[src/hdl/tac_pkg.sv]
`timescale 1ns / 1ps
// ----------------------------------------------------------------------------
// tac_pkg: shared definitions for the temperature alarm controller
// Types, register indexes, band codes and reset values used by all modules.
// ----------------------------------------------------------------------------
package tac_pkg;

    localparam int CFG_IDX_W  = 3;
    localparam int CFG_DATA_W = 14;
    localparam int TEMP_W     = 12;
    localparam int THR_W      = 9;
    localparam int RELAY_W    = 13;
    localparam int BUZZ_W     = 14;

    // Configuration register indexes.
    typedef enum logic [CFG_IDX_W-1:0] {
        CFG_ON_THRESHOLD  = 3'd0,
        CFG_OFF_THRESHOLD = 3'd1,
        CFG_RELAY_BEEP    = 3'd2,
        CFG_ALERT_BEEP    = 3'd3,
        CFG_TEMP_CONTROL  = 3'd4
    } t_cfg_idx;

    // Register reset values.
    localparam logic [THR_W-1:0]   RST_ON_THRESHOLD  = 9'd300;
    localparam logic [THR_W-1:0]   RST_OFF_THRESHOLD = 9'd280;
    localparam logic [RELAY_W-1:0] RST_RELAY_BEEP    = 13'd1000;
    localparam logic [BUZZ_W-1:0]  RST_ALERT_BEEP    = 14'd5000;
    localparam logic               RST_TEMP_CONTROL  = 1'b1;

    // Command codes.
    localparam logic CMD_TICK = 1'b0;
    localparam logic CMD_READ = 1'b1;

    // Temperature band codes.
    localparam logic [1:0] BAND_UNKNOWN = 2'd0;
    localparam logic [1:0] BAND_LOW     = 2'd1;
    localparam logic [1:0] BAND_MIDDLE  = 2'd2;
    localparam logic [1:0] BAND_HIGH    = 2'd3;

    // Read counts for fault entry, fault recovery and band confirmation.
    localparam logic [1:0] FAULT_READS   = 2'd3;
    localparam logic [1:0] RECOVER_READS = 2'd3;
    localparam logic [1:0] CONFIRM_READS = 2'd2;
    localparam logic [1:0] COUNT_MAX     = 2'd3;

    typedef struct packed {
        logic [THR_W-1:0]   on_threshold;
        logic [THR_W-1:0]   off_threshold;
        logic [RELAY_W-1:0] relay_beep_ticks;
        logic [BUZZ_W-1:0]  alert_beep_ticks;
        logic               temp_control;
    } t_cfg;

    typedef struct packed {
        logic                     command;
        logic                     read_ok;
        logic signed [TEMP_W-1:0] temperature;
    } t_item;

    typedef struct packed {
        logic       relay_drive;
        logic       buzzer_sounding;
        logic       sensor_fault;
        logic       sensor_healthy;
        logic [1:0] current_band;
        logic       band_changed;
    } t_result;

endpackage

[src/hdl/tac_in_if.sv]
`timescale 1ns / 1ps
// ----------------------------------------------------------------------------
// tac_in_if: request channel of the temperature alarm controller
// Carries a tick or a sensor read result with a valid/ready handshake.
// ----------------------------------------------------------------------------
interface tac_in_if;
    logic        valid;
    logic        ready;
    logic        command;
    logic        read_ok;
    logic signed [11:0] temperature;

    modport source (output valid, output command, output read_ok,
                    output temperature, input ready);
    modport sink   (input valid, input command, input read_ok,
                    input temperature, output ready);
endinterface

[src/hdl/tac_out_if.sv]
`timescale 1ns / 1ps
// ----------------------------------------------------------------------------
// tac_out_if: result channel of the temperature alarm controller
// Carries relay, buzzer, fault and band status with a valid/ready handshake.
// ----------------------------------------------------------------------------
interface tac_out_if;
    logic       valid;
    logic       ready;
    logic       relay_drive;
    logic       buzzer_sounding;
    logic       sensor_fault;
    logic       sensor_healthy;
    logic [1:0] current_band;
    logic       band_changed;

    modport source (output valid, output relay_drive, output buzzer_sounding,
                    output sensor_fault, output sensor_healthy,
                    output current_band, output band_changed, input ready);
    modport sink   (input valid, input relay_drive, input buzzer_sounding,
                    input sensor_fault, input sensor_healthy,
                    input current_band, input band_changed, output ready);
endinterface

[src/hdl/tac_cfg_regs.sv]
`timescale 1ns / 1ps
// ----------------------------------------------------------------------------
// tac_cfg_regs: configuration register file
// Holds thresholds, beep times and the mode bit, written by index.
// ----------------------------------------------------------------------------
module tac_cfg_regs (
    input  logic                             i_clk,
    input  logic                             i_rst_n,
    input  logic                             i_cfg_we,
    input  logic [tac_pkg::CFG_IDX_W-1:0]    i_cfg_index,
    input  logic [tac_pkg::CFG_DATA_W-1:0]   i_cfg_data,
    output tac_pkg::t_cfg                    o_cfg
);
    import tac_pkg::*;

    t_cfg r_cfg;

    always_ff @(posedge i_clk) begin
        if (!i_rst_n) begin
            r_cfg.on_threshold     <= RST_ON_THRESHOLD;
            r_cfg.off_threshold    <= RST_OFF_THRESHOLD;
            r_cfg.relay_beep_ticks <= RST_RELAY_BEEP;
            r_cfg.alert_beep_ticks <= RST_ALERT_BEEP;
            r_cfg.temp_control     <= RST_TEMP_CONTROL;
        end else if (i_cfg_we) begin
            unique case (t_cfg_idx'(i_cfg_index))
                CFG_ON_THRESHOLD:  r_cfg.on_threshold     <= i_cfg_data[THR_W-1:0];
                CFG_OFF_THRESHOLD: r_cfg.off_threshold    <= i_cfg_data[THR_W-1:0];
                CFG_RELAY_BEEP:    r_cfg.relay_beep_ticks <= i_cfg_data[RELAY_W-1:0];
                CFG_ALERT_BEEP:    r_cfg.alert_beep_ticks <= i_cfg_data[BUZZ_W-1:0];
                CFG_TEMP_CONTROL:  r_cfg.temp_control     <= i_cfg_data[0];
                default: begin
                end
            endcase
        end
    end

    assign o_cfg = r_cfg;

endmodule

[src/hdl/tac_engine.sv]
`timescale 1ns / 1ps
// ----------------------------------------------------------------------------
// tac_engine: controller state and single-pass update
// Updates fault, relay, band and buzzer state, one item per i_step cycle.
// ----------------------------------------------------------------------------
module tac_engine (
    input  logic              i_clk,
    input  logic              i_rst_n,
    input  logic              i_step,
    input  tac_pkg::t_item    i_item,
    input  tac_pkg::t_cfg     i_cfg,
    output tac_pkg::t_result  o_result
);
    import tac_pkg::*;

    typedef struct packed {
        logic              active;
        logic [BUZZ_W-1:0] remaining;
    } t_buzz;

    logic [1:0]        r_fail, n_fail;
    logic [1:0]        r_recover, n_recover;
    logic              r_fault, n_fault;
    logic              r_healthy, n_healthy;
    logic              r_relay, n_relay;
    logic [1:0]        r_band, n_band;
    logic [1:0]        r_cand, n_cand;
    logic [1:0]        r_conf, n_conf;
    logic              r_buzz_active;
    logic [BUZZ_W-1:0] r_buzz_rem;
    t_buzz             n_buzz;
    logic              c_changed;
    logic              c_accept;
    logic              c_ge_on;
    logic              c_le_off;
    logic [1:0]        c_read_band;
    logic [1:0]        c_conf_inc;

    // A start never shortens a longer time still left; zero means no beep.
    function automatic t_buzz buzz_start(t_buzz cur, logic [BUZZ_W-1:0] ticks);
        t_buzz res;
        res = cur;
        if (ticks != '0 && !(cur.active && cur.remaining >= ticks)) begin
            res.active    = 1'b1;
            res.remaining = ticks;
        end
        return res;
    endfunction

    assign c_ge_on  = i_item.temperature >= $signed({3'b000, i_cfg.on_threshold});
    assign c_le_off = i_item.temperature <= $signed({3'b000, i_cfg.off_threshold});
    assign c_read_band = c_le_off ? BAND_LOW : (c_ge_on ? BAND_HIGH : BAND_MIDDLE);
    assign c_conf_inc  = (r_conf == COUNT_MAX) ? COUNT_MAX : r_conf + 2'd1;

    always_comb begin
        n_fail     = r_fail;
        n_recover  = r_recover;
        n_fault    = r_fault;
        n_healthy  = r_healthy;
        n_relay    = r_relay;
        n_band     = r_band;
        n_cand     = r_cand;
        n_conf     = r_conf;
        n_buzz.active    = r_buzz_active;
        n_buzz.remaining = r_buzz_rem;
        c_changed  = 1'b0;
        c_accept   = 1'b1;

        if (i_item.command == CMD_TICK) begin
            if (r_buzz_active) begin
                if (r_buzz_rem != '0) begin
                    n_buzz.remaining = r_buzz_rem - BUZZ_W'(1);
                end
                if (n_buzz.remaining == '0) begin
                    n_buzz.active = 1'b0;
                end
            end
        end else if (!i_item.read_ok) begin
            n_fail    = (r_fail == COUNT_MAX) ? COUNT_MAX : r_fail + 2'd1;
            n_recover = '0;
            if (n_fail >= FAULT_READS) begin
                n_fault   = 1'b1;
                n_healthy = 1'b0;
                // The sensor is now faulty, so auto mode forces the relay off.
                if (i_cfg.temp_control && r_relay) begin
                    n_relay = 1'b0;
                    n_buzz  = buzz_start(n_buzz, {1'b0, i_cfg.relay_beep_ticks});
                end
            end
        end else begin
            n_fail = '0;
            if (r_fault) begin
                n_recover = (r_recover == COUNT_MAX) ? COUNT_MAX : r_recover + 2'd1;
                if (n_recover < RECOVER_READS) begin
                    c_accept = 1'b0;
                end else begin
                    n_fault = 1'b0;
                    n_band  = BAND_UNKNOWN;
                end
            end
            if (c_accept) begin
                n_healthy = 1'b1;
                // Sensor is healthy and fault-free here: plain hysteresis.
                if (i_cfg.temp_control) begin
                    if (c_ge_on) begin
                        if (!r_relay) begin
                            n_relay = 1'b1;
                            n_buzz  = buzz_start(n_buzz, {1'b0, i_cfg.relay_beep_ticks});
                        end
                    end else if (c_le_off) begin
                        if (r_relay) begin
                            n_relay = 1'b0;
                            n_buzz  = buzz_start(n_buzz, {1'b0, i_cfg.relay_beep_ticks});
                        end
                    end
                end
                if (n_band == BAND_UNKNOWN) begin
                    n_band = c_read_band;
                    n_cand = c_read_band;
                    n_conf = '0;
                end else if (c_read_band == n_band) begin
                    n_cand = c_read_band;
                    n_conf = '0;
                end else if (c_read_band != r_cand) begin
                    n_cand = c_read_band;
                    n_conf = 2'd1;
                end else if (c_conf_inc >= CONFIRM_READS) begin
                    n_band    = c_read_band;
                    n_conf    = '0;
                    n_buzz    = buzz_start(n_buzz, i_cfg.alert_beep_ticks);
                    c_changed = 1'b1;
                end else begin
                    n_conf = c_conf_inc;
                end
            end
        end
    end

    always_ff @(posedge i_clk) begin
        if (!i_rst_n) begin
            r_fail        <= '0;
            r_recover     <= '0;
            r_fault       <= 1'b0;
            r_healthy     <= 1'b0;
            r_relay       <= 1'b0;
            r_band        <= BAND_UNKNOWN;
            r_cand        <= BAND_UNKNOWN;
            r_conf        <= '0;
            r_buzz_active <= 1'b0;
            r_buzz_rem    <= '0;
        end else if (i_step) begin
            r_fail        <= n_fail;
            r_recover     <= n_recover;
            r_fault       <= n_fault;
            r_healthy     <= n_healthy;
            r_relay       <= n_relay;
            r_band        <= n_band;
            r_cand        <= n_cand;
            r_conf        <= n_conf;
            r_buzz_active <= n_buzz.active;
            r_buzz_rem    <= n_buzz.remaining;
        end
    end

    assign o_result.relay_drive     = n_relay;
    assign o_result.buzzer_sounding = n_buzz.active;
    assign o_result.sensor_fault    = n_fault;
    assign o_result.sensor_healthy  = n_healthy;
    assign o_result.current_band    = n_band;
    assign o_result.band_changed    = c_changed;

`ifndef ASSERT_OFF
    a_fault_not_healthy: assert property (@(posedge i_clk) disable iff (!i_rst_n)
        r_fault |-> !r_healthy)
        else $error("fault and healthy flags both set");

    a_buzz_consistent: assert property (@(posedge i_clk) disable iff (!i_rst_n)
        r_buzz_active == (r_buzz_rem != '0))
        else $error("buzzer active flag disagrees with remaining time");

    a_unknown_band_idle: assert property (@(posedge i_clk) disable iff (!i_rst_n)
        (r_band == BAND_UNKNOWN) |-> (r_conf == '0))
        else $error("confirmation running without an accepted band");

    a_hold_when_idle: assert property (@(posedge i_clk) disable iff (!i_rst_n)
        !i_step |=> $stable(r_band) && $stable(r_relay) && $stable(r_buzz_rem))
        else $error("state moved without an item");
`endif

endmodule

[src/hdl/temperature_alarm_controller.sv]
`timescale 1ns / 1ps
// An accepted request waits in the input register until the result stage is
// free; the state update then commits and its result is registered on o_res.
// Throughput: one request per cycle; the input register, state update and
// result register form a two-stage pipeline that stalls only on o_res.ready.
// Reset (i_rst_n low, synchronous) clears all controller state, empties both
// stages and loads the configuration registers with their default values.
// ----------------------------------------------------------------------------
// temperature_alarm_controller: sensor fault, relay and buzzer control
// Tracks sensor health, drives a hysteresis relay and times buzzer alerts.
// ----------------------------------------------------------------------------
module temperature_alarm_controller (
    input  logic                             i_clk,
    input  logic                             i_rst_n,
    tac_in_if.sink                           i_req,
    tac_out_if.source                        o_res,
    input  logic                             i_cfg_we,
    input  logic [tac_pkg::CFG_IDX_W-1:0]    i_cfg_index,
    input  logic [tac_pkg::CFG_DATA_W-1:0]   i_cfg_data
);
    import tac_pkg::*;

    // Stage one holds the accepted request. Stage two holds the finished
    // result. The state update sits between them and commits in the same
    // cycle the result is captured, so the next request always sees the
    // state left by the one before it.
    logic    r_in_valid;
    t_item   r_in_item;
    logic    r_out_valid;
    t_result r_out;

    t_cfg    c_cfg;
    t_result c_result;
    logic    c_out_free;
    logic    c_advance;

    tac_cfg_regs u_cfg (
        .i_clk       (i_clk),
        .i_rst_n     (i_rst_n),
        .i_cfg_we    (i_cfg_we),
        .i_cfg_index (i_cfg_index),
        .i_cfg_data  (i_cfg_data),
        .o_cfg       (c_cfg)
    );

    tac_engine u_engine (
        .i_clk    (i_clk),
        .i_rst_n  (i_rst_n),
        .i_step   (c_advance),
        .i_item   (r_in_item),
        .i_cfg    (c_cfg),
        .o_result (c_result)
    );

    // The result stage can take a new result when it is empty or its current
    // result leaves in this cycle. The request stage moves on under the same
    // condition, so a request already inside waits, unchanged, while a
    // result is held on o_res.
    assign c_out_free = !r_out_valid || o_res.ready;
    assign c_advance  = r_in_valid && c_out_free;
    assign i_req.ready = !r_in_valid || c_advance;

    always_ff @(posedge i_clk) begin
        if (!i_rst_n) begin
            r_in_valid  <= 1'b0;
            r_out_valid <= 1'b0;
        end else begin
            if (i_req.ready) begin
                r_in_valid <= i_req.valid;
            end
            if (c_out_free) begin
                r_out_valid <= c_advance;
            end
        end
    end

    // Payload registers need no reset.
    always_ff @(posedge i_clk) begin
        if (i_req.valid && i_req.ready) begin
            r_in_item.command     <= i_req.command;
            r_in_item.read_ok     <= i_req.read_ok;
            r_in_item.temperature <= i_req.temperature;
        end
        if (c_advance) begin
            r_out <= c_result;
        end
    end

    assign o_res.valid           = r_out_valid;
    assign o_res.relay_drive     = r_out.relay_drive;
    assign o_res.buzzer_sounding = r_out.buzzer_sounding;
    assign o_res.sensor_fault    = r_out.sensor_fault;
    assign o_res.sensor_healthy  = r_out.sensor_healthy;
    assign o_res.current_band    = r_out.current_band;
    assign o_res.band_changed    = r_out.band_changed;

`ifndef ASSERT_OFF
    a_result_follows_request: assert property (@(posedge i_clk) disable iff (!i_rst_n)
        c_advance |=> r_out_valid)
        else $error("processed request produced no result");

    a_no_result_without_request: assert property (@(posedge i_clk) disable iff (!i_rst_n)
        $rose(r_out_valid) |-> $past(r_in_valid))
        else $error("result appeared without a request in stage one");

    a_stall_holds_request: assert property (@(posedge i_clk) disable iff (!i_rst_n)
        (r_in_valid && !c_advance) |=> r_in_valid && $stable(r_in_item))
        else $error("stalled request was lost or changed");
`endif

endmodule
[src/flat_wrapper.sv]
// flat-port wrapper written by rule: the top's interface ports become plain ports
module temperature_alarm_controller_flat import tac_pkg::*;
  (i_clk, i_rst_n, i_cfg_we, i_cfg_index, i_cfg_data, i_req_valid, i_req_command, i_req_read_ok, i_req_temperature, i_req_ready, o_res_valid, o_res_relay_drive, o_res_buzzer_sounding, o_res_sensor_fault, o_res_sensor_healthy, o_res_current_band, o_res_band_changed, o_res_ready);
  tac_in_if i_req_i ();
  tac_out_if o_res_i ();
  input  logic i_clk;
  input  logic i_rst_n;
  input  logic i_cfg_we;
  input  logic [tac_pkg::CFG_IDX_W-1:0] i_cfg_index;
  input  logic [tac_pkg::CFG_DATA_W-1:0] i_cfg_data;
  input wire logic [$bits(i_req_i.valid)-1:0] i_req_valid;
  input wire logic [$bits(i_req_i.command)-1:0] i_req_command;
  input wire logic [$bits(i_req_i.read_ok)-1:0] i_req_read_ok;
  input wire logic [$bits(i_req_i.temperature)-1:0] i_req_temperature;
  output wire logic [$bits(i_req_i.ready)-1:0] i_req_ready;
  output wire logic [$bits(o_res_i.valid)-1:0] o_res_valid;
  output wire logic [$bits(o_res_i.relay_drive)-1:0] o_res_relay_drive;
  output wire logic [$bits(o_res_i.buzzer_sounding)-1:0] o_res_buzzer_sounding;
  output wire logic [$bits(o_res_i.sensor_fault)-1:0] o_res_sensor_fault;
  output wire logic [$bits(o_res_i.sensor_healthy)-1:0] o_res_sensor_healthy;
  output wire logic [$bits(o_res_i.current_band)-1:0] o_res_current_band;
  output wire logic [$bits(o_res_i.band_changed)-1:0] o_res_band_changed;
  input wire logic [$bits(o_res_i.ready)-1:0] o_res_ready;
  assign i_req_i.valid = i_req_valid;
  assign i_req_i.command = i_req_command;
  assign i_req_i.read_ok = i_req_read_ok;
  assign i_req_i.temperature = i_req_temperature;
  assign i_req_ready = i_req_i.ready;
  assign o_res_valid = o_res_i.valid;
  assign o_res_relay_drive = o_res_i.relay_drive;
  assign o_res_buzzer_sounding = o_res_i.buzzer_sounding;
  assign o_res_sensor_fault = o_res_i.sensor_fault;
  assign o_res_sensor_healthy = o_res_i.sensor_healthy;
  assign o_res_current_band = o_res_i.current_band;
  assign o_res_band_changed = o_res_i.band_changed;
  assign o_res_i.ready = o_res_ready;
  temperature_alarm_controller u_core (.i_clk(i_clk), .i_rst_n(i_rst_n), .i_req(i_req_i), .o_res(o_res_i), .i_cfg_we(i_cfg_we), .i_cfg_index(i_cfg_index), .i_cfg_data(i_cfg_data));
endmodule
[config.mk]
export PLATFORM = sky130hd
export DESIGN_NAME = temperature_alarm_controller_flat
export DESIGN_NICKNAME = d
export VERILOG_FILES = /design/src/hdl/tac_pkg.sv /design/src/hdl/tac_in_if.sv /design/src/hdl/tac_out_if.sv /design/src/hdl/tac_cfg_regs.sv /design/src/hdl/tac_engine.sv /design/src/hdl/temperature_alarm_controller.sv /design/src/flat_wrapper.sv
export SDC_FILE = /design/constraint.sdc
export NUM_CORES = 1
export LEC_CHECK = 0
export BUFFER_PORTS_ARGS = -buffer_cell sky130_fd_sc_hd__buf_4
export CAP_MARGIN = 25
export CORE_MARGIN = 2
export CORE_UTILIZATION = 40
export DETAILED_ROUTE_END_ITERATION = 16
export GPL_TIMING_DRIVEN = 0
export SLEW_MARGIN = 15
export SYNTH_ARGS = -nofsm -noshare
export SYNTH_HDL_FRONTEND = slang
export SYNTH_HIERARCHICAL = 1
export SYNTH_SLANG_ARGS = --single-unit
[constraint.sdc]
create_clock -name i_clk -period 5.6 [get_ports i_clk]
set_input_delay 0.28 -clock i_clk [delete_from_list [all_inputs] [get_ports i_clk]]
set_output_delay 0.28 -clock i_clk [all_outputs]
set_load 0.01 [all_outputs]
Word-level counts from Yosys, hierarchy flattened
Cells that the tools add are included. W data, S select, Z words.

Register bits after elaboration: 97. Input bits: 36. Output and inout bits: 9. Word-level logic and storage cells: 157.

Add/subtract/negate cells: 4. Magnitude comparators: 7. Equality and inequality tests: 13. Muxes and demuxes: 72. Bitwise gates (word level): 3. Reduce and logical (&&, ||, !) cells: 32.

Operator list (count): $mux W15 (20); $mux W2 (25); $mux W14 (3); $reduce_bool A14 Y1 (2); $mux W1 (24); $ge A14 B13 Y1 (1); $ge A14 B14 Y1 (1); $logic_not A14 Y1 (1); $sub A14 B1 Y14 const B (1); $reduce_bool A13 Y1 (1); $ge A12 B10 Y1 (1); $le A12 B10 Y1 (1); $reduce_and A2 Y1 (6); $reduce_and A5 Y1 (2); $ne A3 B3 Y1 const B (3); $logic_and A1 B1 Y1 (7); $add A2 B1 Y2 const B (3); $eq A2 B2 Y1 const B (3); $eq A3 B2 Y1 const B (2); $reduce_or A6 Y1 (1); $ge A2 B2 Y1 const B (2); $logic_not A1 Y1 (4); $reduce_and A4 Y1 (1); $eq A3 B1 Y1 const B (1); other kinds (12) (15).

Depth between registers and ports, before layout
Depth in word-level cells: 24. Depth in mapped cells: 24. Depth with buffers taken out: 19.

By module
The synthesis kept the hierarchy.

Modules (own cells, without submodules): tac_engine (times used 1, cells an instance 531, area an instance 3727.3 µm², sequential area each 560.5 µm²); tac_cfg_regs (times used 1, cells an instance 179, area an instance 1845.5 µm², sequential area each 920.9 µm²); temperature_alarm_controller (times used 1, cells an instance 30, area an instance 734.5 µm², sequential area each 670.6 µm²).

Least setup slack after synthesis
OpenSTA, ideal clock, no wires.

Path type: register to register. Start point: register u_core/r_in_item[7] (netlist name). End point: register u_core.u_engine.r_buzz_rem[13]. Setup time: 0.134 ns. Data arrival time: 4.687 ns. Required time: 5.466 ns. Setup slack: 0.780 ns. Stages on the path, launching flop included: 22. Path buffers: 4. Period minus slack after synthesis: 4.820 ns. Cells stage by stage: edfxtp_1 > ha_1 > a21o_1 > a2111oi_0 > a21oi_1 > or2_2 > o31a_1 > buf_2 > nor2_1 > buf_2 > mux2_2 > ha_1 > a211oi_1 > o21ai_0 > o221ai_1 > a21oi_1 > o31a_1 > or3_1 > buf_2 > buf_6 > mux2i_1 > o22ai_1.

Cells in the longest elaborated chain, start to end: 19. Elaborated cells between the ends (all ways): 24. Those cells by class: order compare: 3; eq/ne: 2; mux: 16; reduce/logical: 3.

RTL lines: from (decl) (line temperature_alarm_controller.sv:28) `t_item r_in_item;`; $le A12 B10 Y1 (line tac_engine.sv:51) `assign c_le_off = i_item.temperature <= $signed({3'b000, i_cfg.off_threshold});`; $mux W15 (line tac_engine.sv:110) `end else if (c_le_off) begin`; $mux W15 (line tac_engine.sv:105) `if (c_ge_on) begin`; $mux W15 (line tac_engine.sv:104) `if (i_cfg.temp_control) begin`; $mux W15 (line tac_engine.sv:101) `if (c_accept) begin`; $mux W15 (line tac_engine.sv:78) `end else if (!i_item.read_ok) begin`; $mux W15 (line tac_engine.sv:69) `if (i_item.command == CMD_TICK) begin`; $ge A14 B14 Y1 (line tac_engine.sv:43) `if (ticks != '0 && !(cur.active && cur.remaining >= ticks)) begin`; [3 not listed]; $mux W15 (line tac_engine.sv:43); $mux W15 (line tac_engine.sv:127) `end else if (c_conf_inc >= CONFIRM_READS) begin`; $mux W15 (line tac_engine.sv:124) `end else if (c_read_band != r_cand) begin`; $mux W15 (line tac_engine.sv:121) `end else if (c_read_band == n_band) begin`; $mux W15 (*) (line tac_engine.sv:117) `if (n_band == BAND_UNKNOWN) begin`; $mux W15 (*) (line tac_engine.sv:101); $mux W15 (*) (line tac_engine.sv:78); $mux W15 (*) (line tac_engine.sv:69); to (signal assigned) (line tac_engine.sv:161) `r_buzz_rem <= n_buzz.remaining;`; to (decl) (line tac_engine.sv:30) `logic [BUZZ_W-1:0] r_buzz_rem;`.

Mark *: on every way between the ends. The rest lies on a longest branch, timed or not. The select of a mux whose other input is x is not followed. A chain may end at the register's enable or synchronous reset.

Final worst setup path
Same ends and word-level chain as after synthesis.

==> metrics.md <==
| Metric | Value |
|---|---|
| Status | finished, final reports clean |
| Critical-path cell list | ha_1, a21o_1, a2111oi_2, a21oi_2, or2_2, o31a_1, buf_2, nor2_1, buf_4, mux2_2, ha_1, a211oi_1, o21ai_0, o221ai_1, a21oi_1, o31a_1, or3_1, buf_2, buf_6, mux2i_2, o22ai_1 |
| Share of the synthesized area in the top cell type | 24.1% |
| Worst Skew | 12.0 ps |
| Largest cells by area after synthesis | dfxtp_1 24%, edfxtp_1 10%, ha_1 9.1% |
| Synth Cell Area | 6310 um^2 |
| EDFF count, synth | 21 |
| Share of cells above drive strength 1 | 13.0% |
| Initial antenna violation count | 0 |
| Post-DP Area | roughly 7000 um^2 |
| Sequential cell area | 2150 um^2 |
| R2r setup slk | roughly 170 ps |
| CORE AREA | approximately 15,000 um^2 |
| Worst Hold Class | input port to flip-flop |
| Die area | ~17,000 um^2 |
| #FFs+latches synth | 97 |
| GP Congestion | 0.912 |
| Worst slew pin tran | 880 ps |
| Final setup TNS | 0 ps |
| DRC | 0 |
| Hold path depth | 1 |
| Antenna Nets Post-Route | 0 |
| First-iteration detailed-routing DRC count | 494 |
| P&R area growth vs syn | 14.3% |
| CP Class | flip-flop to flip-flop |
| First-pass GRT wire length | approximately 29,000 um |
| Max-slew headroom | 41.2% |
| Die H | 130 um |
| Largest family of logic cells by synthesized area | simple AND/OR/NAND/NOR gates |
| Leak Pwr | 3.05 nW |
| Detailed Route WL | 17,700 um |
| CTS Hold Bufs | 0 |
| Max-Cap Viols | 0 |
| Worst r2r dst | u_core/u_engine/r_buzz_rem[13] |
| Layout fillers | 1,499 |
| Clock Latency Late Sink | 360 ps |
| FF-to-FF path depth | 21 |
| Cells after Synth | 740 |
| Vias/cell | 5.67 |
| Avg WL per Cell | between 15 and 20 um |
| Crit end category | flip-flop |
| CP Launch Type | flip-flop |
| Final count of hold timing violations | 0 |
| Post-synthesis async set-or-reset flop share | 0% |
| Max stage delay on crit path | around 400 ps |
| Row count | between 40 and 50 |
| Seq/Total Area, Yosys | 34.1% |
| Number of global-route vias before repair | 5,545 |
| GRT Residual Overflow | 0 |
| Max Fclk | between 150 and 200 MHz |
| Setup violations, final | 0 |
| Clk buf depth | 2 |
| Largest net degree at the start of global routing | 16 |
| Top-Level Pins | 45 |
| Routed wl met3 | 1170 um |
| Port Buffers | 44 |
| GRT Total Usage | 21.9% |
| Post-Synth Adder-Cell Area | under 10% |
| Yosys top cell by area | dfxtp_1 |
| CP max FO | 10 |
| DR top layer | met4 |
| RSZ-0062 raised after global routing | false |
| Avg Cell Area, Syn | around 8.5 um^2 |
| Nets | 877 |
| Fraction of synthesized area in multiplexers | 9.80% |
| Worst EP arrival | 5650 ps |
| Yosys cell types | 66 |
| Mapped Nets | 822 |
| Hold path endpoint | u_core/r_in_item[10] |
| Critical Path RT | 5820 ps |
| Metal-1 WL | 7820 um |
| Final min period | around 5400 ps |
| Antenna diode count | 0 |
| Clock Sinks | 97 |
| Max IR drop VDD | 0.000127 V |
| Complex-gate fraction of the synthesized area | 15.4% |
| Fin crit share | a little under 100% |
| CTS Root Cell | clkbuf_16 |
| Top FF cell, synth | dfxtp_1 |
| Die Width | 130 um |
| Yosys warning count | 6 |
| Worst path slowest cell | edfxtp_1 |
| Post-route design area | 7210 um^2 |
| Reg clk slew, reported paths | 70 ps |
| DRT Pass-1 Iters | 5 |
| Post-Synth XOR/XNOR Area | 1.25% |
| Hpwl dp | 13,600 um |
| # H-tree levels | 3 |
| Met2 wire length | 8370 um |
| Initial Utilization | between 40% and 50% |
| Number of CTS-inserted buffers | 9 |
| Max Slew Vio Count | 0 |
| Via count | between 5k and 6k |
| Area occupied by multi-input gates | 3760 um^2 |
| Reg2reg start | u_core/r_in_item[7] |
| Min-delay src | i_req_temperature[10] |
| CTS tree | built |
| Synth Area in Simple Gates | 23.4% |
| PwrDens | 229 nW/um^2 |
per-stage QoR:
stage	cells	hold slack (ps)	util, %	setup slack [ps]	total power [mW]
floorplan	740	379	-	780	0.978
global placement	995	434	45.1	16.1	1.07
detailed placement	995	442	45.1	40.6	1.08
CTS	1011	81.2	46.8	21.2	1.65
global route	1011	77.9	47.1	2.84	1.73
finish	1011	97.5	47.1	167	1.65
area by class of cell:
class                   count  share of cell area, %
multi-input cells         541                   52.2
flip-flops and latches     97                   29.9
repair buffers             44                   4.58
well taps                 211                   3.66
clock buffers              12                   3.28
plain buffers              47                   3.19
inverters                  55                   2.86
clock inverters             4                  0.382
cells in the mapped netlist (all sizes together) (27+ instances only):
master and number:
a21oi 30, clkbuf 29, dfxtp 76, ha 46, inv 55, mux2i 55, nand2 79, nand3 27
nor2 50, nor2b 39, o21ai 36
critical path: cells and delay by family (launching register included):
kind / cells / cell delay (ps)
mux: 2 / 580
buf+inv: 4 / 720
simple gates: 3 / 780
flops: 1 / 400
fa+ha+maj: 2 / 620
compound gates: 10 / 2180
layer usage:
metal	vias to the layer above	track usage (%)
met2	230	36.5
met3	28	3.88
met5	-	0
li1	2775	-
met1	2704	28.8
met4	0	7.59
state kept, by name, summed over array words and instances, names as in the netlist:
signal                         cells
u_core/o_res.current_band          2
u_core/o_res.sensor_healthy        1
u_core/u_engine/r_band             2
u_core/u_engine/r_fault            1
u_core/o_res.valid                 1
u_core/r_in_item                  14
u_core/u_engine/r_cand             2
u_core/o_res.band_changed          1
u_core/o_res.buzzer_sounding       1
u_core/u_engine/r_recover          2
u_core/o_res.sensor_fault          1
u_core/u_cfg/o_cfg                46
u_core/u_engine/r_healthy          1
u_core/u_engine/r_buzz_active      1
u_core/u_engine/r_relay            1
u_core/u_engine/r_conf             2
u_core/r_in_valid                  1
u_core/u_engine/r_buzz_rem        14
u_core/o_res.relay_drive           1
u_core/u_engine/r_fail             2
layout by cell type (no fill, tap or decap), types with 7 or more instances in the layout:
cell       synthesis  routed
nor2b_1           38      38
a21oi_1           30      28
nand4_1           21      21
nor2_1            50      50
buf_4              7      52
clkbuf_1          29      32
o221ai_1          13      13
nand3_1           27      27
buf_2              8       7
inv_1             55      55
xnor2_1            8       8
a211oi_1           8       7
clkbuf_16          0       9
nor4_1             8       8
edfxtp_1          21      21
ha_1              46      46
o21ai_0           36      36
nor3_1            14      13
mux2i_1           55      54
or3_1              7       7
dfxtp_1           76      76
nand2_1           79      79
o211ai_1          11      11
power by group:
| part | total [mW] | internal (mW) | switching, mW |
|---|---|---|---|
| Clock | 0.580 | 0.303 | 0.277 |
| Sequential | 0.765 | 0.739 | 0.0261 |
| Combinational | 0.306 | 0.128 | 0.177 |
worst max-delay path by stage:
stage,startpoint,slack (ps),end
after floorplan,u_core/r_in_item[7],780,u_core/u_engine/r_buzz_rem[13]
after global placement,u_core/r_in_item[7],20,u_core/u_engine/r_buzz_rem[13]
final,u_core/r_in_item[7],170,u_core/u_engine/r_buzz_rem[13]
after CTS,u_core/r_in_item[7],20,u_core/u_engine/r_buzz_rem[13]
after global routing,u_core/r_in_item[7],3,u_core/u_engine/r_buzz_rem[13]
after detailed placement,u_core/r_in_item[7],40,u_core/u_engine/r_buzz_rem[11]
timing repair:
item                       CTS  global route
resized for setup            0            13
setup buffers                0             0
setup endpoints to repair    0            14
cell families after synthesis:
kind of cell	Yosys count
AO/OA/AOI/OAI	144
XOR/XNOR	9
adder cells (fa/ha/maj)	46
buffers and inverters	102
flip-flops	97
multiplexers	61
AND/OR/NAND/NOR	281
Note: power is estimated with default switching activity, not from simulation.
